[config.mk]
export PLATFORM = sky130hd
export DESIGN_NAME = caption_management_header_parser_top
export DESIGN_NICKNAME = d
export VERILOG_FILES = /design/src/hdl/cmhp_pkg.sv /design/src/hdl/cmhp_front.sv /design/src/hdl/cmhp_fifo.sv /design/src/hdl/cmhp_back.sv /design/src/hdl/caption_management_header_parser_top.sv
export SDC_FILE = /design/constraint.sdc
export NUM_CORES = 1
export LEC_CHECK = 0
export BUFFER_PORTS_ARGS = -buffer_cell sky130_fd_sc_hd__buf_2
export CORE_MARGIN = 2
export CORE_UTILIZATION = 64
export DETAILED_ROUTE_END_ITERATION = 8
export GPL_TIMING_DRIVEN = 0
export PLACE_DENSITY = 0.88
export SYNTH_ARGS = -nofsm -noshare
export SYNTH_HDL_FRONTEND = slang
export SYNTH_HIERARCHICAL = 1
export SYNTH_SLANG_ARGS = --single-unit
[constraint.sdc]
create_clock -name i_clk -period 8.84 [get_ports i_clk]
set_input_delay 1.768 -clock i_clk [delete_from_list [all_inputs] [get_ports i_clk]]
set_output_delay 1.768 -clock i_clk [all_outputs]
set_load 0.005 [all_outputs]
[src/hdl/cmhp_pkg.sv]
// Shared types, constants and helpers of the caption management header parser.
`default_nettype none
package cmhp_pkg;

    // Default configuration.
    localparam int MAX_LANGUAGES_DEF = 8;
    localparam int QUEUE_DEPTH_DEF   = 4;

    // Most results that one header byte can produce.
    localparam int MAX_RESULTS = 3;

    // Field kinds of a result.
    localparam logic [3:0] KIND_MODE      = 4'd0;
    localparam logic [3:0] KIND_OFFSET    = 4'd1;
    localparam logic [3:0] KIND_COUNT     = 4'd2;
    localparam logic [3:0] KIND_TAG       = 4'd3;
    localparam logic [3:0] KIND_DISP_MODE = 4'd4;
    localparam logic [3:0] KIND_CONDITION = 4'd5;
    localparam logic [3:0] KIND_LANG_CODE = 4'd6;
    localparam logic [3:0] KIND_FORMAT    = 4'd7;
    localparam logic [3:0] KIND_CODING    = 4'd8;
    localparam logic [3:0] KIND_ROLLUP    = 4'd9;
    localparam logic [3:0] KIND_LENGTH    = 4'd10;
    localparam logic [3:0] KIND_ERROR     = 4'd11;

    // Header code values.
    localparam logic [1:0] TMD_OFFSET   = 2'h2;
    localparam logic [3:0] DMF_COND_LO  = 4'hC;
    localparam logic [3:0] DMF_COND_MID = 4'hD;
    localparam logic [3:0] DMF_COND_HI  = 4'hE;
    localparam logic [3:0] NIBBLE_MASK  = 4'hF;

    // Last byte position inside the offset time and the 24-bit fields.
    localparam logic [2:0] OTM_LAST_BYTE  = 3'd4;
    localparam logic [2:0] WIDE_LAST_BYTE = 3'd2;

    typedef enum logic [3:0] {
        PH_IDLE,
        PH_OTM,
        PH_COUNT,
        PH_TAG,
        PH_CODE,
        PH_FMT,
        PH_LEN,
        PH_DONE
    } t_phase;

    typedef struct packed {
        logic [3:0]  kind;
        logic [3:0]  index;
        logic [23:0] value;
        logic        last;
    } t_result;

    // All the results that one header byte produces, oldest in slot 0.
    typedef struct packed {
        logic [1:0]                   num;
        t_result [MAX_RESULTS-1:0]    res;
    } t_job;

    function automatic t_result mk_result(input logic [3:0] kind, input logic [3:0] index,
                                          input logic [23:0] value, input logic last);
        t_result r;
        r.kind  = kind;
        r.index = index;
        r.value = value;
        r.last  = last;
        return r;
    endfunction

endpackage
`default_nettype wire

[src/hdl/cmhp_front.sv]
// Front part: takes header bytes, tracks the header layout and builds result requests.
`default_nettype none
module cmhp_front
    import cmhp_pkg::*;
#(
    parameter int MAX_LANGUAGES = MAX_LANGUAGES_DEF
) (
    input  wire logic       i_clk,
    input  wire logic       i_rst_n,
    input  wire logic       i_push,
    input  wire logic [7:0] i_data_byte,
    input  wire logic       i_start_req,
    input  wire logic       i_queue_full,
    output t_job            o_job,
    output logic            o_job_push
);

    localparam logic [7:0] MAX_LANG_B = 8'(MAX_LANGUAGES);

    t_phase      r_phase, n_phase;
    logic [2:0]  r_byte, n_byte;
    logic [7:0]  r_total, n_total;
    logic [3:0]  r_lang, n_lang;
    logic        r_cond, n_cond;
    logic [23:0] r_acc, n_acc;

    logic        accept;
    logic [3:0]  lang_inc;
    logic [3:0]  dmf;
    logic [23:0] acc_shift;
    t_job        job;

    assign accept    = i_push && !i_queue_full;
    assign lang_inc  = r_lang + 4'd1;
    assign dmf       = i_data_byte[3:0];
    assign acc_shift = {r_acc[15:0], i_data_byte};

    // Next parse phase.
    always_comb begin
        n_phase = r_phase;
        if (accept) begin
            if (i_start_req) begin
                n_phase = (i_data_byte[7:6] == TMD_OFFSET) ? PH_OTM : PH_COUNT;
            end else begin
                case (r_phase)
                    PH_OTM: begin
                        if (r_byte >= OTM_LAST_BYTE) n_phase = PH_COUNT;
                    end
                    PH_COUNT: begin
                        if (i_data_byte > MAX_LANG_B) n_phase = PH_DONE;
                        else if (i_data_byte == 8'd0) n_phase = PH_LEN;
                        else n_phase = PH_TAG;
                    end
                    PH_TAG: n_phase = PH_CODE;
                    PH_CODE: begin
                        if (!r_cond && r_byte >= WIDE_LAST_BYTE) n_phase = PH_FMT;
                    end
                    PH_FMT: begin
                        n_phase = ({4'd0, lang_inc} >= r_total) ? PH_LEN : PH_TAG;
                    end
                    PH_LEN: begin
                        if (r_byte >= WIDE_LAST_BYTE) n_phase = PH_DONE;
                    end
                    default: n_phase = r_phase;
                endcase
            end
        end
    end

    // Field decoding and working registers.
    always_comb begin
        n_byte  = r_byte;
        n_total = r_total;
        n_lang  = r_lang;
        n_cond  = r_cond;
        n_acc   = r_acc;
        job     = '0;
        if (accept) begin
            if (i_start_req) begin
                n_byte  = '0;
                n_total = '0;
                n_lang  = '0;
                n_cond  = 1'b0;
                n_acc   = '0;
                job.num = 2'd1;
                job.res[0] = mk_result(KIND_MODE, 4'd0, {22'd0, i_data_byte[7:6]}, 1'b0);
            end else begin
                case (r_phase)
                    PH_OTM: begin
                        job.res[0] = mk_result(KIND_OFFSET, {r_byte, 1'b0},
                                               {20'd0, i_data_byte[7:4]}, 1'b0);
                        if (r_byte < OTM_LAST_BYTE) begin
                            job.res[1] = mk_result(KIND_OFFSET, {r_byte, 1'b1},
                                                   {20'd0, i_data_byte[3:0] & NIBBLE_MASK},
                                                   1'b0);
                            job.num = 2'd2;
                            n_byte  = r_byte + 3'd1;
                        end else begin
                            job.num = 2'd1;
                            n_byte  = '0;
                        end
                    end
                    PH_COUNT: begin
                        n_total    = i_data_byte;
                        job.res[0] = mk_result(KIND_COUNT, 4'd0, {16'd0, i_data_byte}, 1'b0);
                        if (i_data_byte > MAX_LANG_B) begin
                            job.res[1] = mk_result(KIND_ERROR, 4'd0, {16'd0, i_data_byte}, 1'b1);
                            job.num    = 2'd2;
                        end else begin
                            job.num = 2'd1;
                            n_lang  = '0;
                            n_byte  = '0;
                            n_acc   = '0;
                        end
                    end
                    PH_TAG: begin
                        job.res[0] = mk_result(KIND_TAG, r_lang, {21'd0, i_data_byte[7:5]}, 1'b0);
                        job.res[1] = mk_result(KIND_DISP_MODE, r_lang, {20'd0, dmf}, 1'b0);
                        job.num    = 2'd2;
                        n_cond     = (dmf == DMF_COND_LO) || (dmf == DMF_COND_MID) ||
                                     (dmf == DMF_COND_HI);
                        n_byte     = '0;
                        n_acc      = '0;
                    end
                    PH_CODE: begin
                        if (r_cond) begin
                            n_cond     = 1'b0;
                            job.res[0] = mk_result(KIND_CONDITION, r_lang,
                                                   {16'd0, i_data_byte}, 1'b0);
                            job.num    = 2'd1;
                        end else if (r_byte < WIDE_LAST_BYTE) begin
                            n_acc  = acc_shift;
                            n_byte = r_byte + 3'd1;
                        end else begin
                            job.res[0] = mk_result(KIND_LANG_CODE, r_lang, acc_shift, 1'b0);
                            job.num    = 2'd1;
                            n_byte     = '0;
                            n_acc      = '0;
                        end
                    end
                    PH_FMT: begin
                        job.res[0] = mk_result(KIND_FORMAT, r_lang,
                                               {20'd0, i_data_byte[7:4]}, 1'b0);
                        job.res[1] = mk_result(KIND_CODING, r_lang,
                                               {22'd0, i_data_byte[3:2]}, 1'b0);
                        job.res[2] = mk_result(KIND_ROLLUP, r_lang,
                                               {22'd0, i_data_byte[1:0]}, 1'b0);
                        job.num    = 2'd3;
                        n_lang     = lang_inc;
                        n_byte     = '0;
                        n_acc      = '0;
                    end
                    PH_LEN: begin
                        n_acc = acc_shift;
                        if (r_byte < WIDE_LAST_BYTE) begin
                            n_byte = r_byte + 3'd1;
                        end else begin
                            job.res[0] = mk_result(KIND_LENGTH, 4'd0, acc_shift, 1'b1);
                            job.num    = 2'd1;
                            n_byte     = '0;
                        end
                    end
                    default: job = '0;
                endcase
            end
        end
    end

    assign o_job      = job;
    assign o_job_push = accept && (job.num != 2'd0);

    // State registers.
    always_ff @(posedge i_clk) begin
        if (!i_rst_n) begin
            r_phase <= PH_IDLE;
            r_byte  <= '0;
            r_total <= '0;
            r_lang  <= '0;
            r_cond  <= 1'b0;
            r_acc   <= '0;
        end else begin
            r_phase <= n_phase;
            r_byte  <= n_byte;
            r_total <= n_total;
            r_lang  <= n_lang;
            r_cond  <= n_cond;
            r_acc   <= n_acc;
        end
    end

endmodule
`default_nettype wire

[src/hdl/cmhp_fifo.sv]
// Short request queue between the front and back parts, held in flip-flops.
`default_nettype none
module cmhp_fifo
    import cmhp_pkg::*;
#(
    parameter int DEPTH = QUEUE_DEPTH_DEF
) (
    input  wire logic i_clk,
    input  wire logic i_rst_n,
    input  wire logic i_wr,
    input  wire t_job i_wr_data,
    output logic      o_full,
    input  wire logic i_rd,
    output t_job      o_rd_data,
    output logic      o_valid
);

    localparam int PW = (DEPTH > 1) ? $clog2(DEPTH) : 1;
    localparam int CW = $clog2(DEPTH + 1);
    localparam logic [PW-1:0] LAST_PTR = PW'(DEPTH - 1);
    localparam logic [CW-1:0] FULL_CNT = CW'(DEPTH);

    t_job          r_mem [DEPTH];
    logic [PW-1:0] r_wr_ptr, n_wr_ptr;
    logic [PW-1:0] r_rd_ptr, n_rd_ptr;
    logic [CW-1:0] r_count, n_count;
    logic          do_wr, do_rd;

    assign o_full    = (r_count == FULL_CNT);
    assign o_valid   = (r_count != '0);
    assign o_rd_data = r_mem[r_rd_ptr];
    assign do_wr     = i_wr && !o_full;
    assign do_rd     = i_rd && o_valid;

    // Pointer and fill count update.
    always_comb begin
        n_wr_ptr = r_wr_ptr;
        n_rd_ptr = r_rd_ptr;
        n_count  = r_count;
        if (do_wr) n_wr_ptr = (r_wr_ptr == LAST_PTR) ? '0 : r_wr_ptr + PW'(1);
        if (do_rd) n_rd_ptr = (r_rd_ptr == LAST_PTR) ? '0 : r_rd_ptr + PW'(1);
        if (do_wr && !do_rd) n_count = r_count + CW'(1);
        else if (!do_wr && do_rd) n_count = r_count - CW'(1);
    end

    always_ff @(posedge i_clk) begin
        if (!i_rst_n) begin
            r_wr_ptr <= '0;
            r_rd_ptr <= '0;
            r_count  <= '0;
        end else begin
            r_wr_ptr <= n_wr_ptr;
            r_rd_ptr <= n_rd_ptr;
            r_count  <= n_count;
        end
    end

    // Storage needs no reset.
    always_ff @(posedge i_clk) begin
        if (do_wr) r_mem[r_wr_ptr] <= i_wr_data;
    end

endmodule
`default_nettype wire

[src/hdl/cmhp_back.sv]
// Back part: holds one request and hands out its results one per pop.
`default_nettype none
module cmhp_back
    import cmhp_pkg::*;
(
    input  wire logic   i_clk,
    input  wire logic   i_rst_n,
    input  wire t_job   i_job,
    input  wire logic   i_job_valid,
    output logic        o_job_take,
    input  wire logic   i_pop,
    output logic        o_empty,
    output logic [3:0]  o_field_kind,
    output logic [3:0]  o_index,
    output logic [23:0] o_field_value,
    output logic        o_last_field
);

    logic       r_valid, n_valid;
    t_job       r_job, n_job;
    logic [1:0] r_slot, n_slot;
    logic       last_slot, taken, load;
    t_result    cur;

    assign last_slot = (r_slot == r_job.num - 2'd1);
    assign taken     = i_pop && r_valid;
    assign load      = i_job_valid && (!r_valid || (taken && last_slot));
    assign cur       = r_job.res[r_slot];

    // Advance through the slots of the held request, loading the next one when done.
    always_comb begin
        n_valid = r_valid;
        n_job   = r_job;
        n_slot  = r_slot;
        if (load) begin
            n_valid = 1'b1;
            n_job   = i_job;
            n_slot  = '0;
        end else if (taken) begin
            if (last_slot) n_valid = 1'b0;
            else n_slot = r_slot + 2'd1;
        end
    end

    always_ff @(posedge i_clk) begin
        if (!i_rst_n) begin
            r_valid <= 1'b0;
            r_slot  <= '0;
        end else begin
            r_valid <= n_valid;
            r_slot  <= n_slot;
        end
    end

    always_ff @(posedge i_clk) begin
        r_job <= n_job;
    end

    assign o_job_take    = load;
    assign o_empty       = !r_valid;
    assign o_field_kind  = cur.kind;
    assign o_index       = cur.index;
    assign o_field_value = cur.value;
    assign o_last_field  = cur.last;

endmodule
`default_nettype wire

[src/hdl/caption_management_header_parser_top.sv]
// Top level of the caption management data header parser.
//
// Input channel: one header byte per request on i_data_byte, with i_start_req
// high on the time control mode byte that opens a header. A request is taken
// when i_push is high and o_full is low.
// Result channel: decoded fields (kind, index, value, last flag) appear while
// o_empty is low and leave on a cycle with i_pop high.
// A byte's results are written into the request queue when the byte is taken
// and move on to the result stage, a register, once that stage is free.
// Throughput: one byte per cycle as long as the results keep pace; a byte
// that yields two or three fields occupies the result side until all are
// popped, and the four-entry request queue absorbs such bursts.
// Bytes before a start marker or after the header produce nothing.
// When the receiver stalls, the result holds and the queue fills; o_full then
// holds off further bytes without losing any.
// Reset (synchronous, active low) returns the parser to waiting for a start
// marker and empties the queue and the result stage.
`default_nettype none
module caption_management_header_parser_top
    import cmhp_pkg::*;
#(
    parameter int MAX_LANGUAGES = MAX_LANGUAGES_DEF,
    parameter int QUEUE_DEPTH   = QUEUE_DEPTH_DEF
) (
    input  wire logic        i_clk,
    input  wire logic        i_rst_n,
    input  wire logic        i_push,
    output logic             o_full,
    input  wire logic [7:0]  i_data_byte,
    input  wire logic        i_start_req,
    input  wire logic        i_pop,
    output logic             o_empty,
    output logic [3:0]       o_field_kind,
    output logic [3:0]       o_index,
    output logic [23:0]      o_field_value,
    output logic             o_last_field
);

    t_job wr_job, rd_job;
    logic wr_push, q_full, q_valid, q_take;

    assign o_full = q_full;

    // Byte parsing.
    cmhp_front #(.MAX_LANGUAGES(MAX_LANGUAGES)) u_front (
        .i_clk        (i_clk),
        .i_rst_n      (i_rst_n),
        .i_push       (i_push),
        .i_data_byte  (i_data_byte),
        .i_start_req  (i_start_req),
        .i_queue_full (q_full),
        .o_job        (wr_job),
        .o_job_push   (wr_push)
    );

    // Decoupling queue.
    cmhp_fifo #(.DEPTH(QUEUE_DEPTH)) u_fifo (
        .i_clk     (i_clk),
        .i_rst_n   (i_rst_n),
        .i_wr      (wr_push),
        .i_wr_data (wr_job),
        .o_full    (q_full),
        .i_rd      (q_take),
        .o_rd_data (rd_job),
        .o_valid   (q_valid)
    );

    // Result delivery.
    cmhp_back u_back (
        .i_clk         (i_clk),
        .i_rst_n       (i_rst_n),
        .i_job         (rd_job),
        .i_job_valid   (q_valid),
        .o_job_take    (q_take),
        .i_pop         (i_pop),
        .o_empty       (o_empty),
        .o_field_kind  (o_field_kind),
        .o_index       (o_index),
        .o_field_value (o_field_value),
        .o_last_field  (o_last_field)
    );

endmodule
`default_nettype wire

# Word-level counts from Yosys, hierarchy flattened
# Memory sizes are Yosys's and may differ from the RTL's. A register that Yosys moved wholly into a read port is not among the register bits.
# Index checks and enable logic that the tools add are counted.
# op_classes
n_eq_ne	19
bitwise	2
reduce_logical	40
order_cmp	7
addsub	8
muxes	55
# ops
op	count
33-bit two-way mux	6
33-bit one-hot mux with 6 select lines	1
33-bit one-hot mux with 4 select lines	1
101-bit two-way mux	1
33-bit binary-select mux with 2-bit select	1
66-bit two-way mux	1
16-bit two-way mux	4
16-bit one-hot mux with 4 select lines	1
32-bit two-way mux	1
30-bit two-way mux	1
4-bit two-way mux	7
3-bit two-way mux	9
4-bit one-hot mux with 6 select lines	1
8-bit two-way mux	2
3-bit one-hot mux with 5 select lines	1
2-bit two-way mux	7
4-bit by 3-bit equality test with 1-bit output, second input constant	3
4-bit equality test, second input constant	3
2-bit one-hot mux with 6 select lines	1
1-bit logical AND	10
2-bit nonzero test	5
3-bit by 2-bit != test with 1-bit output, second input constant	3
3-bit nonzero test	3
4-bit by 2-bit equality test with 1-bit output, second input constant	2
32 further kinds	56
# totals
elab_cells	143
ram_bits	404
regBits	46
n_memories	1
inputBits	13
out_inout_bits	35
# mem_list
memory	words	word_bits	read_ports	rd_clocked_by_memory_dff	wr	line	text
u_fifo.r_mem	4	101	1	1	1	cmhp_fifo.sv:23	t_job r_mem [DEPTH];

# Logic depth before layout (Yosys ltp)
# logic_depth
ltp_word	13
ltp_mapped	17
mapped_depth_nobuf	13

# Modules after synthesis
# Netlist, hierarchy kept.
# modules_own_cells
module	area_each_um2	instances	seq_area_each_um2	cells_each
cmhp_fifo	15053.2	1	12311.8	578
cmhp_back	3937.5	1	3093.0	237
cmhp_front	2792.7	1	700.7	390

# Worst setup path before layout
# No wires, ideal clock.
# synth_path
kind	input to register
startpoint	input port i_pop
endpoint	register u_fifo.r_count[2]
path_stages	9
setup_time_ns	0.076
path_buffers	0
slack_ns	0.715
t_arrival_ns	8.049
t_required_ns	8.764
cell_sequence	a21oi_2 nor2_1 o31ai_1 ha_1 inv_1 fa_1 xor2_1 or3_1 a21boi_0
# synth_between
elab_chain_cells	8
elab_cells_between_ends	10
cone_classes	mux: 1; reduce/logical: 9
# synth_lines
element	line	text
start: declaration	caption_management_header_parser_top.sv:31	input wire logic i_pop,
1-bit logical AND (*)	cmhp_back.sv:26	assign taken = i_pop && r_valid;
1-bit logical AND (*)	cmhp_back.sv:27	assign load = i_job_valid && (!r_valid || (taken && last_slot));
1-bit logical OR (*)	cmhp_back.sv:27	
1-bit logical AND (*)	cmhp_back.sv:27	
via q_take	caption_management_header_parser_top.sv:40	logic wr_push, q_full, q_valid, q_take;
1-bit logical AND (*)	cmhp_fifo.sv:33	assign do_rd = i_rd && o_valid;
1-bit logical NOT	cmhp_fifo.sv:42	if (do_wr && !do_rd) n_count = r_count + CW'(1);
1-bit logical AND	cmhp_fifo.sv:42	
3-bit two-way mux / 2-bit nonzero test (equally long branches)	-	
end signal: assignment	cmhp_fifo.sv:54	r_count <= n_count;
end: declaration	cmhp_fifo.sv:26	logic [CW-1:0] r_count, n_count;
# The timed path passes the listed nets; every way through them passes the cells marked *.
# A chain may end at the register's enable or synchronous reset.

==> impl_metrics.csv <==
group,metric,value,unit
hold_path,holdPathEnd,"u_front/r_total[2]$_SDFFE_PN0P_",
finish,regArea,16100,sq um
yosys,syn_area,21800,sq um
timing,rsz0062_at_grt,"false",
global_routing,grt_usage,28.7,%
floorplanning,pin_count,48,
clock_tree,clock_path_buffers,3,
global_routing,grt_max_degree,59,
finish,multiInputGateArea,5080,sq um
setup_path,crit_fanout,56,
finish,num-fill-cells,1860,
yosys,ys_ff_latch,552,
finish,final_nets,1376,
clock_tree,cts_made_buffers,51,
clock_tree,post_cts_buffers,0,
timing,worst_pin_slew,0.842,ns
yosys,async_reset_ff_share,0,%
timing,relSlewSlack,43.6,%
clock_tree,clockRootBuffer,"clkbuf_16",
flow_run,maxCapViolCount,0,
status,outcome,"completed",
clock_tree,htreeDepth,2,
pwr,vdd_drop_max,0.000170,V
drt,viasPerCell,6.34,
floorplanning,initial_core_util,65.0,%
timing,layout_min_cycle_time,4.79,ns
setup_path,critPathCaptureType,"flip-flop",
global_routing,gr-total-overflow,0,
clock_tree,clock_sinks,552,
hold_path,hold_start,"u_front/r_total[2]$_SDFFE_PN0P_",
setup_path,worstSetupPathType,"in -> reg",
timing,clock_skew,0.0256,ns
pwr,p_leak,8.23,nW
place,portBuffers,44,
setup_path,r2r_slack,4.70,ns
drt,postRouteAntennaNets,0,
floorplanning,row_count,67,
clock_tree,cts_resized,0,
timing,hold_viol,0,
drt,drt_iter0_markers,1414,
global_routing,antenna_found_initial,0,
drt,num_vias,11700,
timing,setup_viol,0,
global_routing,grt_first_pass_wirelength,74.7,mm
yosys,ys.flop_type,"edfxtp_1",
clock_tree,ctsHoldBuffers,0,
place,placedCellCount,1744,
yosys,yosysUniqueCellTypes,61,
setup_path,cp.required,9.07,ns
timing,fin_ws,4.05,ns
place,gp_congestion,0.912,
clock_tree,insertion_delay,0.59,ns
timing,final_max_slew_viol_count,0,
yosys,synth_edf_count,505,
clock_tree,tritoncts,"built",
yosys,syn_inst,1205,
setup_path,reg2reg_depth,13,
place,placed_cell_area,22900,sq um
hold_path,min-delay-path-class,"reg -> reg",
finish,stdcell_count,1840,
finish,final_area,24500,sq um
drt,first_pass_iters,6,
yosys,synth_area_per_cell,18.1,sq um
floorplanning,design.die.area,35500,sq um
yosys,ys.warnings.count,6,
finish,mostFrequentLayoutCells,"505 x edfxtp_1, 101 x mux4_2, 77 x nand2_1, 67 x buf_2, 64 x o21ai_0",
floorplanning,die_h,188,microns
setup_path,r2r-start,"u_fifo/r_count[0]$_SDFFE_PN0P_",
floorplanning,die_x,188,microns
hold_path,min_path_cells,2,
finish,final_common_cell,"edfxtp_1",
drt,drc_errors,0,
finish,diodes,0,
pwr,p_per_area,288,nW/um^2
place,hpwl,29.1,mm
setup_path,cp-start-kind,"input port",
yosys,ys_seq_area_share,73.9,%
setup_path,cp.arrival,5.02,ns
drt,wl_per_cell,26.7,microns
finish,area_growth,12.6,%
setup_path,r2r_end,"u_fifo/r_mem[0][90]$_DFFE_PP_",
drt,drt-total-wl,49.1,mm
floorplanning,core,33500,sq um
timing,fmax,209,MHz
global_routing,grt_pass1_vias,12200,
timing,finalCritPeriodShare,54.1,%
clock_tree,clk_pin_slew,0.06,ns
place,post-place-ws,3.47,ns
timing,holdWs,0.452,ns
finish,drive_gt1_share,23.3,%
## logic make-up after synthesis
group / after synthesis / synth area share, %
flops: 552 / 73.9
simple gates: 225 / 5.14
compound gates: 146 / 4.11
mux: 140 / 12.2
buf+inv: 122 / 3.49
fa+ha+maj: 14 / 0.839
xor+xnor: 5 / 0.236
other cells: 1 / 0.0172
## power breakdown
group / leakage [nW] / switching, mW / internal (mW)
Sequential: 5.14 / 0.162 / 3.35
Combinational: 2.29 / 0.770 / 0.620
Clock: 0.799 / 0.936 / 1.21
## cell type report
class | instances | share of cell area [%]
multi-input combinational | 571 | 20.7
buffer | 105 | 2.84
clock buffer | 76 | 6.00
clock inverter | 20 | 0.663
inverter | 17 | 0.260
sequential | 552 | 65.6
tap | 448 | 2.28
timing repair buffer | 51 | 1.59
## worst max-delay path, cell delays in order
cell	delay, ns
buf_2	0.09
nor2b_1	0.11
buf_2	0.24
nand2b_1	0.08
clkbuf_1	0.25
or2_2	0.35
buf_2	0.17
nor2_1	0.34
or2_2	0.18
nor2b_1	0.11
buf_2	0.21
and2_4	0.65
buf_16	0.37
## worst max-delay path by stage
stage                                                end  startpoint  depth (start not counted)  slack (ns)
after CTS                  u_fifo/r_mem[3][40]$_DFFE_PP_      i_push                         13        4.06
after global placement    u_fifo/r_count[2]$_SDFFE_PN0P_       i_pop                         10       -2.56
after global routing       u_fifo/r_mem[1][77]$_DFFE_PP_      i_push                         13        3.86
after floorplan           u_fifo/r_count[2]$_SDFFE_PN0P_       i_pop                          9        0.72
final                      u_fifo/r_mem[0][90]$_DFFE_PP_      i_push                         13        4.05
after detailed placement   u_fifo/r_mem[3][90]$_DFFE_PP_      i_push                         13        3.47
## metal layers
| layer | vias to the layer above | wire (microns) | share of wire (%) | track usage (%) |
|---|---|---|---|---|
| li1 | 4943 | - | - | - |
| met1 | 5866 | 18000 | 37 | 37.8 |
| met2 | 708 | 25000 | 51 | 48.2 |
| met3 | 140 | 4240 | 8.6 | 5.22 |
| met4 | 0 | 1830 | 3.7 | 10.9 |
| met5 | - | 0 | 0 | 0 |
## stage by stage
stage	util, %	total power [mW]	setup TNS [ns]
5_1_grt	73.2	7.28	0
6_report	73.2	7.05	0
4_1_cts	73.2	7.09	0
2_1_floorplan	-	4.43	0
3_3_place_gp	67.7	5.01	-59.13
3_5_place_dp	68.3	4.93	0
## state kept, by name (all words and copies together), names as in the netlist, named ones only
register and flops:
u_front/r_byte 3, u_front/r_total 8, u_front/r_phase 3, u_fifo/r_count 3, u_front/r_lang 4, u_front/r_acc 16, u_back/r_valid 1, u_back/r_job 101
u_front/r_cond 1, u_fifo/r_mem 404, u_fifo/r_rd_ptr 2, u_back/r_slot 2, u_fifo/r_wr_ptr 2
## synth_stat cells, drive strengths merged, types with 4 or more instances
master | instances | share of area (%)
edfxtp | 505 | 70
mux4 | 101 | 10
buf | 88 | 2.9
nand2 | 77 | 1.3
o21ai | 71 | 1.6
dfxtp | 47 | 4.3
nor2 | 41 | 0.71
mux2i | 39 | 1.8
and2 | 30 | 0.86
nand3 | 24 | 0.55
a21oi | 23 | 0.55
clkbuf | 17 | 0.29
inv | 17 | 0.29
ha | 13 | 0.75
nor2b | 12 | 0.34
nand2b | 8 | 0.23
a22oi | 7 | 0.24
and3 | 7 | 0.20
a211oi | 5 | 0.17
nor3 | 5 | 0.11
o22ai | 5 | 0.14
o31ai | 5 | 0.24
nor4 | 4 | 0.21
or2 | 4 | 0.11
Note: power is estimated with default switching activity, not from simulation.
